[config.mk]
export PLATFORM = sky130hd
export DESIGN_NAME = string_escape_decoder_unit_flat
export DESIGN_NICKNAME = d
export VERILOG_FILES = /design/src/rtl/sed_pkg.sv /design/src/rtl/sed_if.sv /design/src/rtl/sed_front.sv /design/src/rtl/sed_queue.sv /design/src/rtl/sed_back.sv /design/src/rtl/string_escape_decoder_unit.sv /design/src/flat_wrapper.sv
export SDC_FILE = /design/constraint.sdc
export NUM_CORES = 1
export LEC_CHECK = 0
export BUFFER_PORTS_ARGS = -buffer_cell sky130_fd_sc_hd__buf_4
export CAP_MARGIN = 20
export CORE_MARGIN = 1
export CORE_UTILIZATION = 55
export DETAILED_ROUTE_END_ITERATION = 7
export GPL_TIMING_DRIVEN = 0
export PLACE_DENSITY_LB_ADDON = 0.25
export RECOVER_POWER = 25
export SLEW_MARGIN = 20
export SYNTH_ARGS = -nofsm -noshare
export SYNTH_HDL_FRONTEND = slang
export SYNTH_HIERARCHICAL = 1
export SYNTH_SLANG_ARGS = --single-unit
[constraint.sdc]
create_clock -name clk -period 20.6 [get_ports clk]
set_input_delay 2.06 -clock clk [delete_from_list [all_inputs] [get_ports clk]]
set_output_delay 2.06 -clock clk [all_outputs]
set_load 0.01 [all_outputs]
[src/rtl/sed_pkg.sv]
// Shared types and constants for the string escape decoder.
`timescale 1ns / 1ps

package sed_pkg;

  localparam int          QUEUE_DEPTH = 4;
  localparam logic [15:0] LIMIT_RESET = 16'hFFFF;

  typedef struct packed {
    logic [7:0]  out_byte;
    logic        error_flag;
    logic [15:0] error_position;
  } res_t;

  // One decoded input word: zero to two result words.
  typedef struct packed {
    logic [1:0] count;
    res_t       res0;
    res_t       res1;
  } entry_t;

  typedef struct packed {
    logic full;
    logic empty;
  } q_stat_t;

endpackage

[src/rtl/sed_if.sv]
// Handshake channel interfaces of the string escape decoder.
`timescale 1ns / 1ps

interface sed_in_if;
  logic       valid;
  logic       ready;
  logic [7:0] char_in;
  logic       last_char;
  modport source (output valid, char_in, last_char, input ready);
  modport sink (input valid, char_in, last_char, output ready);
endinterface

interface sed_out_if;
  logic        valid;
  logic        ready;
  logic [7:0]  out_byte;
  logic        error_flag;
  logic [15:0] error_position;
  logic        last_out;
  modport source (output valid, out_byte, error_flag, error_position, last_out, input ready);
  modport sink (input valid, out_byte, error_flag, error_position, last_out, output ready);
endinterface

interface sed_cfg_if;
  logic        valid;
  logic        ready;
  logic [15:0] data;
  modport source (output valid, data, input ready);
  modport sink (input valid, data, output ready);
endinterface

[src/rtl/sed_front.sv]
// Front end: accepts characters, runs the escape state machine, queues results.
`timescale 1ns / 1ps

module sed_front (
  input  logic             clk,
  input  logic             rst,
  sed_in_if.sink           in_ch,
  sed_cfg_if.sink          cfg_ch,
  input  sed_pkg::q_stat_t q_stat,
  output logic             push,
  output sed_pkg::entry_t  push_entry
);

  localparam logic [2:0] MODE_PLAIN = 3'd0;
  localparam logic [2:0] MODE_ESC   = 3'd1;
  localparam logic [2:0] MODE_HEX0  = 3'd2;
  localparam logic [2:0] MODE_HEX1  = 3'd3;
  localparam logic [2:0] MODE_OCT1  = 3'd4;
  localparam logic [2:0] MODE_OCT2  = 3'd5;

  localparam logic [7:0] CH_BSLASH = 8'h5C;
  localparam logic [7:0] CH_QUOTE  = 8'h22;
  localparam logic [7:0] CH_X      = 8'h78;
  localparam logic [7:0] CH_ZERO   = 8'h30;
  localparam logic [7:0] CH_SEVEN  = 8'h37;
  localparam logic [7:0] CH_NINE   = 8'h39;
  localparam logic [7:0] CH_LA     = 8'h61;
  localparam logic [7:0] CH_LF     = 8'h66;
  localparam logic [7:0] CH_UA     = 8'h41;
  localparam logic [7:0] CH_UF     = 8'h46;
  localparam logic [7:0] CH_N      = 8'h6E;
  localparam logic [7:0] CH_T      = 8'h74;
  localparam logic [7:0] CH_R      = 8'h72;
  localparam logic [7:0] CH_B      = 8'h62;
  localparam logic [7:0] POS_MAX_B = 8'hFF;

  // {valid, value} of a named escape letter
  function automatic logic [8:0] named_escape(input logic [7:0] c);
    logic [8:0] r;
    case (c)
      CH_BSLASH: r = {1'b1, 8'h5C};
      CH_QUOTE:  r = {1'b1, 8'h22};
      CH_N:      r = {1'b1, 8'h0A};
      CH_T:      r = {1'b1, 8'h09};
      CH_R:      r = {1'b1, 8'h0D};
      CH_LA:     r = {1'b1, 8'h07};
      CH_B:      r = {1'b1, 8'h08};
      CH_LF:     r = {1'b1, 8'h0C};
      default:   r = {1'b0, 8'h00};
    endcase
    return r;
  endfunction

  logic [2:0]  mode;
  logic [7:0]  acc;
  logic [15:0] emitted;
  logic [15:0] position;
  logic        halted;
  logic [15:0] output_limit;

  logic        accept;
  logic        is_bs, hex_ok, oct_ok, end_run;
  logic [3:0]  hex_val;
  logic [2:0]  oct_d;
  logic [8:0]  named;
  logic [2:0]  mode_mid;
  logic [7:0]  acc_mid;
  logic [2:0]  act_byte, act_err;
  logic [7:0]  act_val [3];
  logic [1:0]  n_res;
  sed_pkg::res_t r0, r1;

  assign cfg_ch.ready = 1'b1;
  assign in_ch.ready  = !q_stat.full;
  assign accept       = in_ch.valid && in_ch.ready;

  // character classes
  always_comb begin
    is_bs   = (in_ch.char_in == CH_BSLASH);
    oct_ok  = (in_ch.char_in >= CH_ZERO) && (in_ch.char_in <= CH_SEVEN);
    oct_d   = in_ch.char_in[2:0];
    named   = named_escape(in_ch.char_in);
    hex_ok  = 1'b0;
    hex_val = 4'd0;
    if ((in_ch.char_in >= CH_ZERO) && (in_ch.char_in <= CH_NINE)) begin
      hex_ok  = 1'b1;
      hex_val = in_ch.char_in[3:0];
    end else if (((in_ch.char_in >= CH_LA) && (in_ch.char_in <= CH_LF)) ||
                 ((in_ch.char_in >= CH_UA) && (in_ch.char_in <= CH_UF))) begin
      hex_ok  = 1'b1;
      hex_val = in_ch.char_in[3:0] + 4'd9;
    end
  end

  // escape decode: up to three candidate actions in model order
  always_comb begin
    mode_mid = mode;
    acc_mid  = acc;
    end_run  = 1'b0;
    act_byte = '0;
    act_err  = '0;
    for (int k = 0; k < 3; k++) begin
      act_val[k] = 8'd0;
    end
    case (mode)
      MODE_ESC: begin
        if (in_ch.char_in == CH_X) begin
          mode_mid = MODE_HEX0;
        end else if (oct_ok) begin
          acc_mid  = {5'd0, oct_d};
          mode_mid = MODE_OCT1;
        end else begin
          mode_mid = MODE_PLAIN;
          if (named[8]) begin
            act_byte[0] = 1'b1;
            act_val[0]  = named[7:0];
          end else begin
            act_err[0] = 1'b1;
          end
        end
      end
      MODE_HEX0: begin
        if (!hex_ok) begin
          mode_mid   = MODE_PLAIN;
          act_err[0] = 1'b1;
        end else begin
          acc_mid  = {4'd0, hex_val};
          mode_mid = MODE_HEX1;
        end
      end
      MODE_HEX1: begin
        if (!hex_ok) begin
          end_run = 1'b1;
        end else begin
          mode_mid    = MODE_PLAIN;
          act_byte[0] = 1'b1;
          act_val[0]  = {acc[3:0], hex_val};
          acc_mid     = 8'd0;
        end
      end
      MODE_OCT1: begin
        if (oct_ok) begin
          acc_mid  = {acc[4:0], oct_d};
          mode_mid = MODE_OCT2;
        end else begin
          end_run = 1'b1;
        end
      end
      MODE_OCT2: begin
        if (oct_ok) begin
          mode_mid    = MODE_PLAIN;
          act_byte[0] = 1'b1;
          act_val[0]  = {acc[4:0], oct_d};
          acc_mid     = 8'd0;
        end else begin
          end_run = 1'b1;
        end
      end
      default: begin
        if (is_bs) begin
          mode_mid = MODE_ESC;
        end else begin
          mode_mid    = MODE_PLAIN;
          act_byte[0] = 1'b1;
          act_val[0]  = in_ch.char_in;
        end
      end
    endcase
    // digit run closed by a non-digit: flush value, then treat char as text
    if (end_run) begin
      act_byte[0] = 1'b1;
      act_val[0]  = acc;
      acc_mid     = 8'd0;
      if (is_bs) begin
        mode_mid = MODE_ESC;
      end else begin
        mode_mid    = MODE_PLAIN;
        act_byte[1] = 1'b1;
        act_val[1]  = in_ch.char_in;
      end
    end
    // end of string flush
    if (in_ch.last_char) begin
      case (mode_mid)
        MODE_HEX1, MODE_OCT1, MODE_OCT2: begin
          act_byte[2] = 1'b1;
          act_val[2]  = acc_mid;
        end
        MODE_ESC, MODE_HEX0: begin
          act_err[2] = 1'b1;
        end
        default: begin
        end
      endcase
    end
  end

  // emit chain: limit check and halt propagate through the actions in order,
  // surviving results are captured as they go
  logic [15:0] cnt_walk;
  logic        h_walk;
  always_comb begin
    h_walk   = halted;
    cnt_walk = emitted;
    n_res    = 2'd0;
    r0       = '0;
    r1       = '0;
    for (int k = 0; k < 3; k++) begin
      if (!h_walk && act_err[k]) begin
        if (n_res == 2'd0) begin
          r0 = '{out_byte: 8'd0, error_flag: 1'b1, error_position: position};
        end else begin
          r1 = '{out_byte: 8'd0, error_flag: 1'b1, error_position: position};
        end
        n_res  = n_res + 2'd1;
        h_walk = 1'b1;
      end else if (!h_walk && act_byte[k]) begin
        if (cnt_walk >= output_limit) begin
          h_walk = 1'b1;
        end else begin
          if (n_res == 2'd0) begin
            r0 = '{out_byte: act_val[k], error_flag: 1'b0, error_position: 16'd0};
          end else begin
            r1 = '{out_byte: act_val[k], error_flag: 1'b0, error_position: 16'd0};
          end
          n_res    = n_res + 2'd1;
          cnt_walk = cnt_walk + 16'd1;
          h_walk   = (cnt_walk >= output_limit);
        end
      end
    end
  end

  assign push       = accept && (n_res != 2'd0);
  assign push_entry = '{count: n_res, res0: r0, res1: r1};

  always_ff @(posedge clk) begin
    if (rst) begin
      mode         <= MODE_PLAIN;
      acc          <= 8'd0;
      emitted      <= 16'd0;
      position     <= 16'd0;
      halted       <= 1'b0;
      output_limit <= sed_pkg::LIMIT_RESET;
    end else begin
      if (cfg_ch.valid) begin
        output_limit <= cfg_ch.data;
      end
      if (accept) begin
        if (in_ch.last_char) begin
          mode     <= MODE_PLAIN;
          acc      <= 8'd0;
          emitted  <= 16'd0;
          position <= 16'd0;
          halted   <= 1'b0;
        end else begin
          if (!halted) begin
            mode <= mode_mid;
            acc  <= acc_mid;
          end
          emitted <= cnt_walk;
          halted  <= h_walk;
          if (position != {POS_MAX_B, POS_MAX_B}) begin
            position <= position + 16'd1;
          end
        end
      end
    end
  end

endmodule

[src/rtl/sed_queue.sv]
// Small FIFO of decoded entries between front and back ends.
`timescale 1ns / 1ps

module sed_queue #(
  parameter int DEPTH = sed_pkg::QUEUE_DEPTH
) (
  input  logic             clk,
  input  logic             rst,
  input  logic             push,
  input  sed_pkg::entry_t  push_entry,
  input  logic             pop,
  output sed_pkg::entry_t  head,
  output sed_pkg::q_stat_t q_stat
);

  localparam int AW = (DEPTH > 1) ? $clog2(DEPTH) : 1;
  localparam int CW = $clog2(DEPTH + 1);

  sed_pkg::entry_t store [DEPTH];
  logic [AW-1:0]   wr_ptr;
  logic [AW-1:0]   rd_ptr;
  logic [CW-1:0]   fill;
  logic            do_push, do_pop;

  assign q_stat.full  = (fill == CW'(DEPTH));
  assign q_stat.empty = (fill == '0);
  assign do_push      = push && !q_stat.full;
  assign do_pop       = pop && !q_stat.empty;
  assign head         = store[rd_ptr];

  always_ff @(posedge clk) begin
    if (do_push) begin
      store[wr_ptr] <= push_entry;
    end
  end

  always_ff @(posedge clk) begin
    if (rst) begin
      wr_ptr <= '0;
      rd_ptr <= '0;
      fill   <= '0;
    end else begin
      if (do_push) begin
        wr_ptr <= (wr_ptr == AW'(DEPTH - 1)) ? '0 : wr_ptr + AW'(1);
      end
      if (do_pop) begin
        rd_ptr <= (rd_ptr == AW'(DEPTH - 1)) ? '0 : rd_ptr + AW'(1);
      end
      if (do_push && !do_pop) begin
        fill <= fill + CW'(1);
      end else if (do_pop && !do_push) begin
        fill <= fill - CW'(1);
      end
    end
  end

endmodule

[src/rtl/sed_back.sv]
// Back end: splits queued entries into output words and marks the last one.
`timescale 1ns / 1ps

module sed_back (
  input  logic             clk,
  input  logic             rst,
  input  sed_pkg::entry_t  head,
  input  sed_pkg::q_stat_t q_stat,
  output logic             pop,
  sed_out_if.source        out_ch
);

  logic          sub;
  logic          fire;
  logic          at_last;
  sed_pkg::res_t sel;

  assign sel     = sub ? head.res1 : head.res0;
  assign at_last = sub || (head.count == 2'd1);
  assign fire    = out_ch.valid && out_ch.ready;
  assign pop     = fire && at_last;

  assign out_ch.valid          = !q_stat.empty;
  assign out_ch.out_byte       = sel.out_byte;
  assign out_ch.error_flag     = sel.error_flag;
  assign out_ch.error_position = sel.error_position;
  assign out_ch.last_out       = at_last;

  always_ff @(posedge clk) begin
    if (rst) begin
      sub <= 1'b0;
    end else if (fire) begin
      sub <= !at_last;
    end
  end

endmodule

[src/rtl/string_escape_decoder_unit.sv]
// Top level of the string escape decoder: front end, entry queue, back end.
//
//  channel  dir  word                                          handshake
//  in_ch    in   char_in[7:0], last_char                       valid/ready
//  out_ch   out  out_byte[7:0], error_flag, error_position,    valid/ready
//                last_out
//  cfg_ch   in   data[15:0] -> output_limit                    valid/ready
//
// One input word is taken per cycle while the queue has room; its results
// are registered in the entry queue and then shown on out_ch.
// The back end sends one output word per cycle while out_ch is ready, so
// an input word that decodes to two bytes (closed digit run plus the closing
// character) goes out as two words; QUEUE_DEPTH entries absorb such bursts.
// Synchronous active-high reset clears the decoder state, the queue and
// sets output_limit to 65535. cfg_ch is always ready.
// A stall on out_ch backs up into the queue; in_ch.ready drops only when
// the queue is full.
`timescale 1ns / 1ps

module string_escape_decoder_unit #(
  parameter int QUEUE_DEPTH = sed_pkg::QUEUE_DEPTH
) (
  input  logic      clk,
  input  logic      rst,
  sed_in_if.sink    in_ch,
  sed_cfg_if.sink   cfg_ch,
  sed_out_if.source out_ch
);

  sed_pkg::q_stat_t q_stat;
  sed_pkg::entry_t  push_entry;
  sed_pkg::entry_t  head;
  logic             push;
  logic             pop;

  // decode: escape state machine, limit and halt handling
  sed_front u_front (
    .clk        (clk),
    .rst        (rst),
    .in_ch      (in_ch),
    .cfg_ch     (cfg_ch),
    .q_stat     (q_stat),
    .push       (push),
    .push_entry (push_entry)
  );

  // decouples decode from output stalls
  sed_queue #(
    .DEPTH (QUEUE_DEPTH)
  ) u_queue (
    .clk        (clk),
    .rst        (rst),
    .push       (push),
    .push_entry (push_entry),
    .pop        (pop),
    .head       (head),
    .q_stat     (q_stat)
  );

  // word sequencing onto out_ch
  sed_back u_back (
    .clk    (clk),
    .rst    (rst),
    .head   (head),
    .q_stat (q_stat),
    .pop    (pop),
    .out_ch (out_ch)
  );

endmodule

[src/flat_wrapper.sv]
// flat-port wrapper written by rule: the top's interface ports become plain ports
module string_escape_decoder_unit_flat 
#(
  parameter int QUEUE_DEPTH = sed_pkg::QUEUE_DEPTH
)
  (clk, rst, in_ch_valid, in_ch_char_in, in_ch_last_char, in_ch_ready, cfg_ch_valid, cfg_ch_data, cfg_ch_ready, out_ch_valid, out_ch_out_byte, out_ch_error_flag, out_ch_error_position, out_ch_last_out, out_ch_ready);
  sed_in_if in_ch_i ();
  sed_cfg_if cfg_ch_i ();
  sed_out_if out_ch_i ();
  input  logic clk;
  input  logic rst;
  input wire logic [$bits(in_ch_i.valid)-1:0] in_ch_valid;
  input wire logic [$bits(in_ch_i.char_in)-1:0] in_ch_char_in;
  input wire logic [$bits(in_ch_i.last_char)-1:0] in_ch_last_char;
  output wire logic [$bits(in_ch_i.ready)-1:0] in_ch_ready;
  input wire logic [$bits(cfg_ch_i.valid)-1:0] cfg_ch_valid;
  input wire logic [$bits(cfg_ch_i.data)-1:0] cfg_ch_data;
  output wire logic [$bits(cfg_ch_i.ready)-1:0] cfg_ch_ready;
  output wire logic [$bits(out_ch_i.valid)-1:0] out_ch_valid;
  output wire logic [$bits(out_ch_i.out_byte)-1:0] out_ch_out_byte;
  output wire logic [$bits(out_ch_i.error_flag)-1:0] out_ch_error_flag;
  output wire logic [$bits(out_ch_i.error_position)-1:0] out_ch_error_position;
  output wire logic [$bits(out_ch_i.last_out)-1:0] out_ch_last_out;
  input wire logic [$bits(out_ch_i.ready)-1:0] out_ch_ready;
  assign in_ch_i.valid = in_ch_valid;
  assign in_ch_i.char_in = in_ch_char_in;
  assign in_ch_i.last_char = in_ch_last_char;
  assign in_ch_ready = in_ch_i.ready;
  assign cfg_ch_i.valid = cfg_ch_valid;
  assign cfg_ch_i.data = cfg_ch_data;
  assign cfg_ch_ready = cfg_ch_i.ready;
  assign out_ch_valid = out_ch_i.valid;
  assign out_ch_out_byte = out_ch_i.out_byte;
  assign out_ch_error_flag = out_ch_i.error_flag;
  assign out_ch_error_position = out_ch_i.error_position;
  assign out_ch_last_out = out_ch_i.last_out;
  assign out_ch_i.ready = out_ch_ready;
  string_escape_decoder_unit #(.QUEUE_DEPTH(QUEUE_DEPTH)) u_core (.clk(clk), .rst(rst), .in_ch(in_ch_i), .cfg_ch(cfg_ch_i), .out_ch(out_ch_i));
endmodule
==> results of run 1 <==
-- final timing paths --
check                                 to  slack [ps]  cells past startpoint
hold / removal                  register         510                      2
hold reg to reg                 register         510                      2
setup / recovery  u_core/u_queue/fill[2]        7250                     39
setup reg to reg  u_core/u_queue/fill[2]        9340                     36
-- flip-flops by register name, indices dropped and copies added (netlist names), named ones only --
name and count:
u_core/u_queue/wr_ptr 2, u_core/u_front/position 16, u_core/u_front/acc 8, u_core/u_front/emitted 16, u_core/u_front/halted 1, u_core/u_back/sub 1
u_core/u_queue/fill 3, u_core/u_front/mode 3, u_core/u_queue/rd_ptr 2, u_core/u_queue/store 208, u_core/u_front/output_limit 16
-- logic make-up after synthesis --
| family | after synthesis | share of synthesized area [%] |
|---|---|---|
| fa+ha+maj | 97 | 7.90 |
| flops | 278 | 49.4 |
| xor+xnor | 67 | 4.04 |
| other cells | 1 | 0.0242 |
| compound gates | 271 | 12.4 |
| buf+inv | 111 | 3.21 |
| mux | 86 | 9.99 |
| simple gates | 401 | 13.0 |
-- critical path: cells and delay by family --
kind	cells	cell delay [ps]
fa+ha+maj	5	1470
mux	1	270
compound gates	11	5090
simple gates	12	2730
buf+inv	7	1560
xor+xnor	3	670
-- synthesized netlist by cell type, types with 18 or more instances --
cell | instances | share of area (%)
sky130_fd_sc_hd__xnor2_1 | 33 | 1.9
sky130_fd_sc_hd__inv_1 | 46 | 1.1
sky130_fd_sc_hd__dfxtp_1 | 70 | 9.1
sky130_fd_sc_hd__mux2_2 | 27 | 2.0
sky130_fd_sc_hd__mux4_2 | 52 | 7.6
sky130_fd_sc_hd__a22oi_1 | 21 | 1.0
sky130_fd_sc_hd__nand3_1 | 35 | 1.1
sky130_fd_sc_hd__nor2_1 | 98 | 2.4
sky130_fd_sc_hd__edfxtp_1 | 208 | 40
sky130_fd_sc_hd__a21oi_1 | 58 | 1.9
sky130_fd_sc_hd__nor2b_1 | 27 | 1.1
sky130_fd_sc_hd__o211ai_1 | 18 | 0.87
sky130_fd_sc_hd__and2_1 | 25 | 1.0
sky130_fd_sc_hd__ha_1 | 96 | 7.8
sky130_fd_sc_hd__nor3_1 | 24 | 0.78
sky130_fd_sc_hd__clkbuf_1 | 39 | 0.95
sky130_fd_sc_hd__a21o_1 | 25 | 1.2
sky130_fd_sc_hd__o21ai_0 | 40 | 1.3
sky130_fd_sc_hd__nand2_1 | 97 | 2.4
sky130_fd_sc_hd__xor2_1 | 29 | 1.6
sky130_fd_sc_hd__nand4_1 | 24 | 0.97
-- per-layer routing --
layer	part of all wire, %	GRT usage (%)	up-vias
li1	-	-	5184
met1	42	34.6	5413
met2	49	44.7	420
met3	5.9	3.24	82
met4	3.0	9.52	0
met5	0	0	-
-- final cells by class --
type / count / area, sq um / area share (%)
buffer: 62 / 279 / 1.61
clock inverter: 19 / 233 / 1.35
tap: 378 / 473 / 2.74
inverter: 49 / 189 / 1.09
clock buffer: 37 / 797 / 4.61
multi-input combinational: 923 / 7320 / 42.4
timing repair buffer: 55 / 338 / 1.96
sequential: 278 / 7650 / 44.3
-- report_power, final --
group	switching, mW	internal, mW
clock	0.222	0.327
sequential	0.0187	0.666
combinational	0.167	0.128
==> out/results.md, run 1 <==
| Quantity | Reported |
| --- | --- |
| Power density over cell area | 88.4 nW/um^2 |
| Post-route DRC violation count | 0 |
| CTS tree | built |
| Most common flop cell mapped by yosys | sky130_fd_sc_hd__edfxtp_1 |
| Post-synth EDFFs | 208 |
| Critical Path End Type | register |
| Crit-path slowest cell | sky130_fd_sc_hd__o41ai_1 |
| Placed Area | 16400 sq um |
| Area added between synthesis and finish | 11.7% |
| Number of sinks on the clock net | 278 |
| Final worst-path cycle share | 64.8% |
| Hold violation total from the final report | 0 |
| Final WL | 37600 um |
| Maximum net fanout on the critical path | 10 |
| Row count | 61 |
| Launch point of the critical path | in_ch_char_in[0] |
| Initial Utilization | 55.8% |
| Fmax | 0.0749 GHz |
| Final setup violation count | 0 |
| Warnings from Yosys | 6 |
| Cell variety after synth | 92 |
| Routability cong. | 0.938 |
| Drt pass-1 iters | 7 |
| Maximum clock path buffer count | 3 |
| Final critical-path setup slack | 7250 ps |
| Normalized max-slew margin | 5.33% |
| RSZ-0062 raised after global routing | false |
| Crit Path Class | input port to register |
| Full die area | 28800 sq um |
| Post-layout util | 62.4% |
| Clock latency on the worst-skew pair | 580 ps |
| Fraction of layout cells with a size suffix above 1 | 13.6% |
| Worst IR Drop VDD | 0.0623 mV |
| Number of vias after detailed routing | 11099 |
| Buffer count from post-CTS setup fixing | 0 |
| Number of buffers inserted for hold repair after clock tree synthesis | 0 |
| Classification of the worst-slack hold path | register to register |
| Routed wire per std cell | 20.9 um |
| Leakage component of the power | 6.54 nW |
| GR Overflow Total | 0 |
| Chip width | 170 um |
| Total of fill cells in the finished design | 2168 |
| First-pass GRT wire length | 58700 um |
| Placed instance count | 1745 |
| Minimum period implied by the final worst setup slack | 13350 ps |
| Most used cells in the layout excluding fill and tap cells | 208 x sky130_fd_sc_hd__edfxtp_1, 98 x sky130_fd_sc_hd__nor2_1, 97 x sky130_fd_sc_hd__nand2_1 |
| Required time of the worst setup path | 21090 ps |
| Delay of the slowest cell on the worst path | 1060 ps |
| Final-layout setup total negative slack | 0 ps |
| Area of all placed cells without fillers | 17300 sq um |
| Sequential area share after synthesis | 49.4% |
| Beginning of the worst register-to-register path | u_core/u_front/mode[2] |
| Overall power of the completed layout | 1.53 mW |
| Largest net degree at the start of global routing | 53 |
| Std-Cell Core Area | 27700 sq um |
| Placed wire-length estimate after detailed placement | 26300 um |
| Worst-case setup slack after placement | 7620 ps |
| Post-Route Hold Slack | 510 ps |
| Cell Count, Final, Fillers Out | 1801 |
| Root Buffer Master | sky130_fd_sc_hd__clkbuf_16 |
| CTS Buf Count | 30 |
| Slew at the pin closest to its max-slew limit | 1410 ps |
| Max-Cap Viols | 0 |
| Post-Synthesis Mean Instance Area | 11.8 sq um |
| Synthesized instance count | 1312 |
| Total of flip-flops plus latches after synthesis | 278 |
| Worst path arrival time | 13850 ps |
| Antenna violations before repair | 0 |
| Clock-pin slew of the registers on the worst-case setup and hold paths | 60 ps |
| CP startpoint kind | input port |
| Number of DRC markers in iteration 0 | 923 |
| Final-report max-slew violation count | 0 |
| Aggregate global-route resource usage | 26.3% |
| Top Ports | 59 |
| Post-synthesis cell area | 15500 sq um |
| Depth of the CTS H-tree | 1 |
| Total inserted antenna cells | 0 |
| Maximum clock skew at final layout | 24.5 ps |
| Post-cts sizing count | 0 |
| Quantity of I/O buffers inserted on ports | 55 |
| Final antenna-violating net count | 0 |
| Most frequent standard cell in the layout excluding fill and tap cells | sky130_fd_sc_hd__edfxtp_1 |
| Status | finished, final reports clean |
| Synthesized Nets | 1439 |
| DIE HEIGHT | 170 um |
| Proportion of synthesized flip-flops having asynchronous set or reset | 0% |
| Beginning of the worst hold path | u_core/u_queue/rd_ptr[0] |
| Vias in the first global route | 10798 |
| # nets final | 1526 |
| Per-cell via count in the routed design | 6.16 |
(Power assumes the default switching activity.)
==> inputs of run 2 (changes only) <==
clock period = 10.8 ns   (was 20.6 ns; I/O delays follow)
==> run 2 against run 1 <==
Net effect: via count fell by 0.18%; clock skew is 3.3 ps lower; wire length about the same; combinational power increased by 90%; power rose by 91%; design area grew 0.39%; utilization increased by 0.24 points; clock power grew 91%; critical endpoint unchanged; largest cell class unchanged.
==> out/results.md, run 2 (same netlist as run 1, synthesis figures left out) <==
| Quantity | Reported | Delta |
| --- | --- | --- |
| Status | finished, final reports clean |  |
| Std-Cell Core Area | 27700 sq um | unchanged |
| Vias in the first global route | 10826 | +0.26% |
| Number of buffers inserted for hold repair after clock tree synthesis | 0 | unchanged |
| # nets final | 1525 | -0.066% |
| Classification of the worst-slack hold path | register to register |  |
| Flip-flop count of the largest register, all copies and words added | 208 | unchanged |
| Post-route DRC violation count | 0 | unchanged |
| Drt pass-1 iters | 7 | unchanged |
| Chip width | 170 um | unchanged |
| Row count | 61 | unchanged |
| Final critical-path setup slack | 444 ps | -6800 ps |
| Reg with most FFs | u_core/u_queue/store |  |
| DIE HEIGHT | 170 um | unchanged |
| First-pass GRT wire length | 58900 um | +0.33% |
| Most used cells in the layout excluding fill and tap cells | 208 x sky130_fd_sc_hd__edfxtp_1, 97 x sky130_fd_sc_hd__nand2_1, 97 x sky130_fd_sc_hd__nor2_1 |  |
| Quantity of I/O buffers inserted on ports | 55 | unchanged |
| Full die area | 28800 sq um | unchanged |
| Maximum clock skew at final layout | 21.3 ps | -3.25 ps |
| Sequential share of power | 44.8% | about the same |
| Placed Area | 16400 sq um | unchanged |
| Number of sinks on the clock net | 278 | unchanged |
| Most frequent standard cell in the layout excluding fill and tap cells | sky130_fd_sc_hd__edfxtp_1 |  |
| CTS tree | built |  |
| Area added between synthesis and finish | 12.2% |  |
| Number of DRC markers in iteration 0 | 910 | -1.4% |
| Final-report max-slew violation count | 0 | unchanged |
| Slew at the pin closest to its max-slew limit | 1380 ps | -26.4 ps |
| Area of all placed cells without fillers | 17300 sq um | +0.39% |
| Top Ports | 59 | unchanged |
| Power dissipated by switching net loads | 0.777 mW | +91% |
| Gate power share | 19.2% | about the same |
| Register area | 7650 sq um | unchanged |
| Post-layout util | 62.6% | +0.24 points |
| GR Overflow Total | 0 | unchanged |
| Routed wire per std cell | 20.9 um | +0.10% |
| Number of vias after detailed routing | 11079 | -0.18% |
| Buffer count from post-CTS setup fixing | 0 | unchanged |
| Antenna violations before repair | 0 | unchanged |
| Area used by multi-input combinational logic | 7390 sq um | +0.92% |
| RSZ-0062 raised after global routing | false |  |
| Fmax | 0.0966 GHz |  |
| Routability cong. | 0.938 | unchanged |
| Final setup violation count | 0 | unchanged |
| Critical Path End Type | register |  |
| Maximum net fanout on the critical path | 10 | unchanged |
| Final-layout setup total negative slack | 0 ps | unchanged |
| Library cell appearing most often on the critical path | sky130_fd_sc_hd__a21oi_1 |  |
| Clock latency on the worst-skew pair | 570 ps | about the same |
| Final WL | 37600 um | about the same |
| Placed wire-length estimate after detailed placement | 26300 um | unchanged |
| Worst path arrival time | 10850 ps | -3000 ps |
| Initial Utilization | 55.8% | unchanged |
| Switching fraction of total power | 26.7% | about the same |
| Power density over cell area | 168 nW/um^2 | +90% |
| Clock-pin slew of the registers on the worst-case setup and hold paths | 60 ps | about the same |
| Cell Count, Final, Fillers Out | 1800 | -0.056% |
| Root Buffer Master | sky130_fd_sc_hd__clkbuf_16 |  |
| Aggregate global-route resource usage | 26.4% | +0.067 points |
| Crit-path slowest cell | sky130_fd_sc_hd__or4_1 |  |
| Fraction of layout cells with a size suffix above 1 | 14.6% | +0.92 points |
| P_int | 2.14 mW | +91% |
| Overall power of the completed layout | 2.91 mW | +91% |
| Largest net degree at the start of global routing | 53 | unchanged |
| Final antenna-violating net count | 0 | unchanged |
| Per-cell via count in the routed design | 6.16 | -0.12% |
| CTS Buf Count | 30 | unchanged |
| Worst-case setup slack after placement | -1200 ps | -8820 ps |
| Proportion of power drawn by the clock network | 35.9% | about the same |
| Leakage component of the power | 6.59 nW | +0.77% |
| Total inserted antenna cells | 0 | unchanged |
| Worst setup slack for register-to-register paths | 770 ps | -8570 ps |
| Final worst-path cycle share | 95.9% |  |
| Depth of the CTS H-tree | 1 | unchanged |
| Required time of the worst setup path | 11290 ps | -9800 ps |
| CP startpoint kind | input port |  |
| Minimum period implied by the final worst setup slack | 10360 ps |  |
| Worst IR Drop VDD | 0.119 mV | +91% |
| Normalized max-slew margin | 7.11% | +1.8 points |
| Max-Cap Viols | 0 | unchanged |
| Hold violation total from the final report | 0 | unchanged |
| Crit Path Class | input port to register |  |
| Post-Route Hold Slack | 510 ps | -0.275 ps |
| Maximum clock path buffer count | 3 | unchanged |
| Total of fill cells in the finished design | 2156 | -0.55% |
| Delay of the slowest cell on the worst path | 570 ps | -490 ps |
| Placed instance count | 1745 | unchanged |
[run 2: changes by cell type in the layout (fill, tap and decap cells not counted), sizes merged]
cell | previous run | this run
clkinv | 15 | 14
clkbuf | 104 | 101
buf | 50 | 52
clkinvlp | 2 | 3
[run 2: worst max-delay path: cells and delay by family]
kind,cells,cell delay (ps)
AO/OA/AOI/OAI,14,3890
XOR/XNOR,3,730
adder cells (fa/ha/maj),4,1170
buffers and inverters,6,1000
AND/OR/NAND/NOR,11,2990
[run 2: power by group through the flow]
stage                     Sequential, mW  Clock (mW)  Combinational, mW
after floorplan                     1.32           0              0.398
after global placement              1.32           0              0.586
after detailed placement            1.33           0              0.600
after CTS                           1.31        1.06              0.606
after global routing                1.32        1.10              0.614
final                               1.31        1.05              0.560
[run 2: final timing paths]
| path | cells after the start | endpoint | start |
|---|---|---|---|
| worst max-delay path | 38 | u_core/u_queue/fill[2] | in_ch_char_in[3] |
| worst min register to register | 2 | register | u_core/u_queue/rd_ptr[0] |
| worst max register to register | 38 | u_core/u_queue/fill[2] | u_core/u_front/emitted[0] |
| worst min-delay path | 2 | register | u_core/u_queue/rd_ptr[0] |
[run 2: area by class of cell]
type | count | share of cell area (%)
plain buffers | 61 | 1.61
clock buffers | 37 | 4.59
clock inverters | 19 | 1.34
inverters | 49 | 1.07
multi-input cells | 923 | 42.6
flip-flops and latches | 278 | 44.1
well taps | 378 | 2.73
repair buffers | 55 | 1.97
[run 2: routing by layer]
metal | wire length [um] | GRT usage [%] | part of all wire [%]
met1 | 15900 | 34.7 | 42
met2 | 18300 | 44.7 | 49
met3 | 2170 | 3.26 | 5.8
met4 | 1250 | 9.79 | 3.3
met5 | 0 | 0 | 0
[run 2: repair_timing]
action | CTS | global route
pin swaps | 0 | 1
gates cloned | 0 | 0
endpoints found under the setup margin | 210 | 2
gates resized for setup | 6 | 6
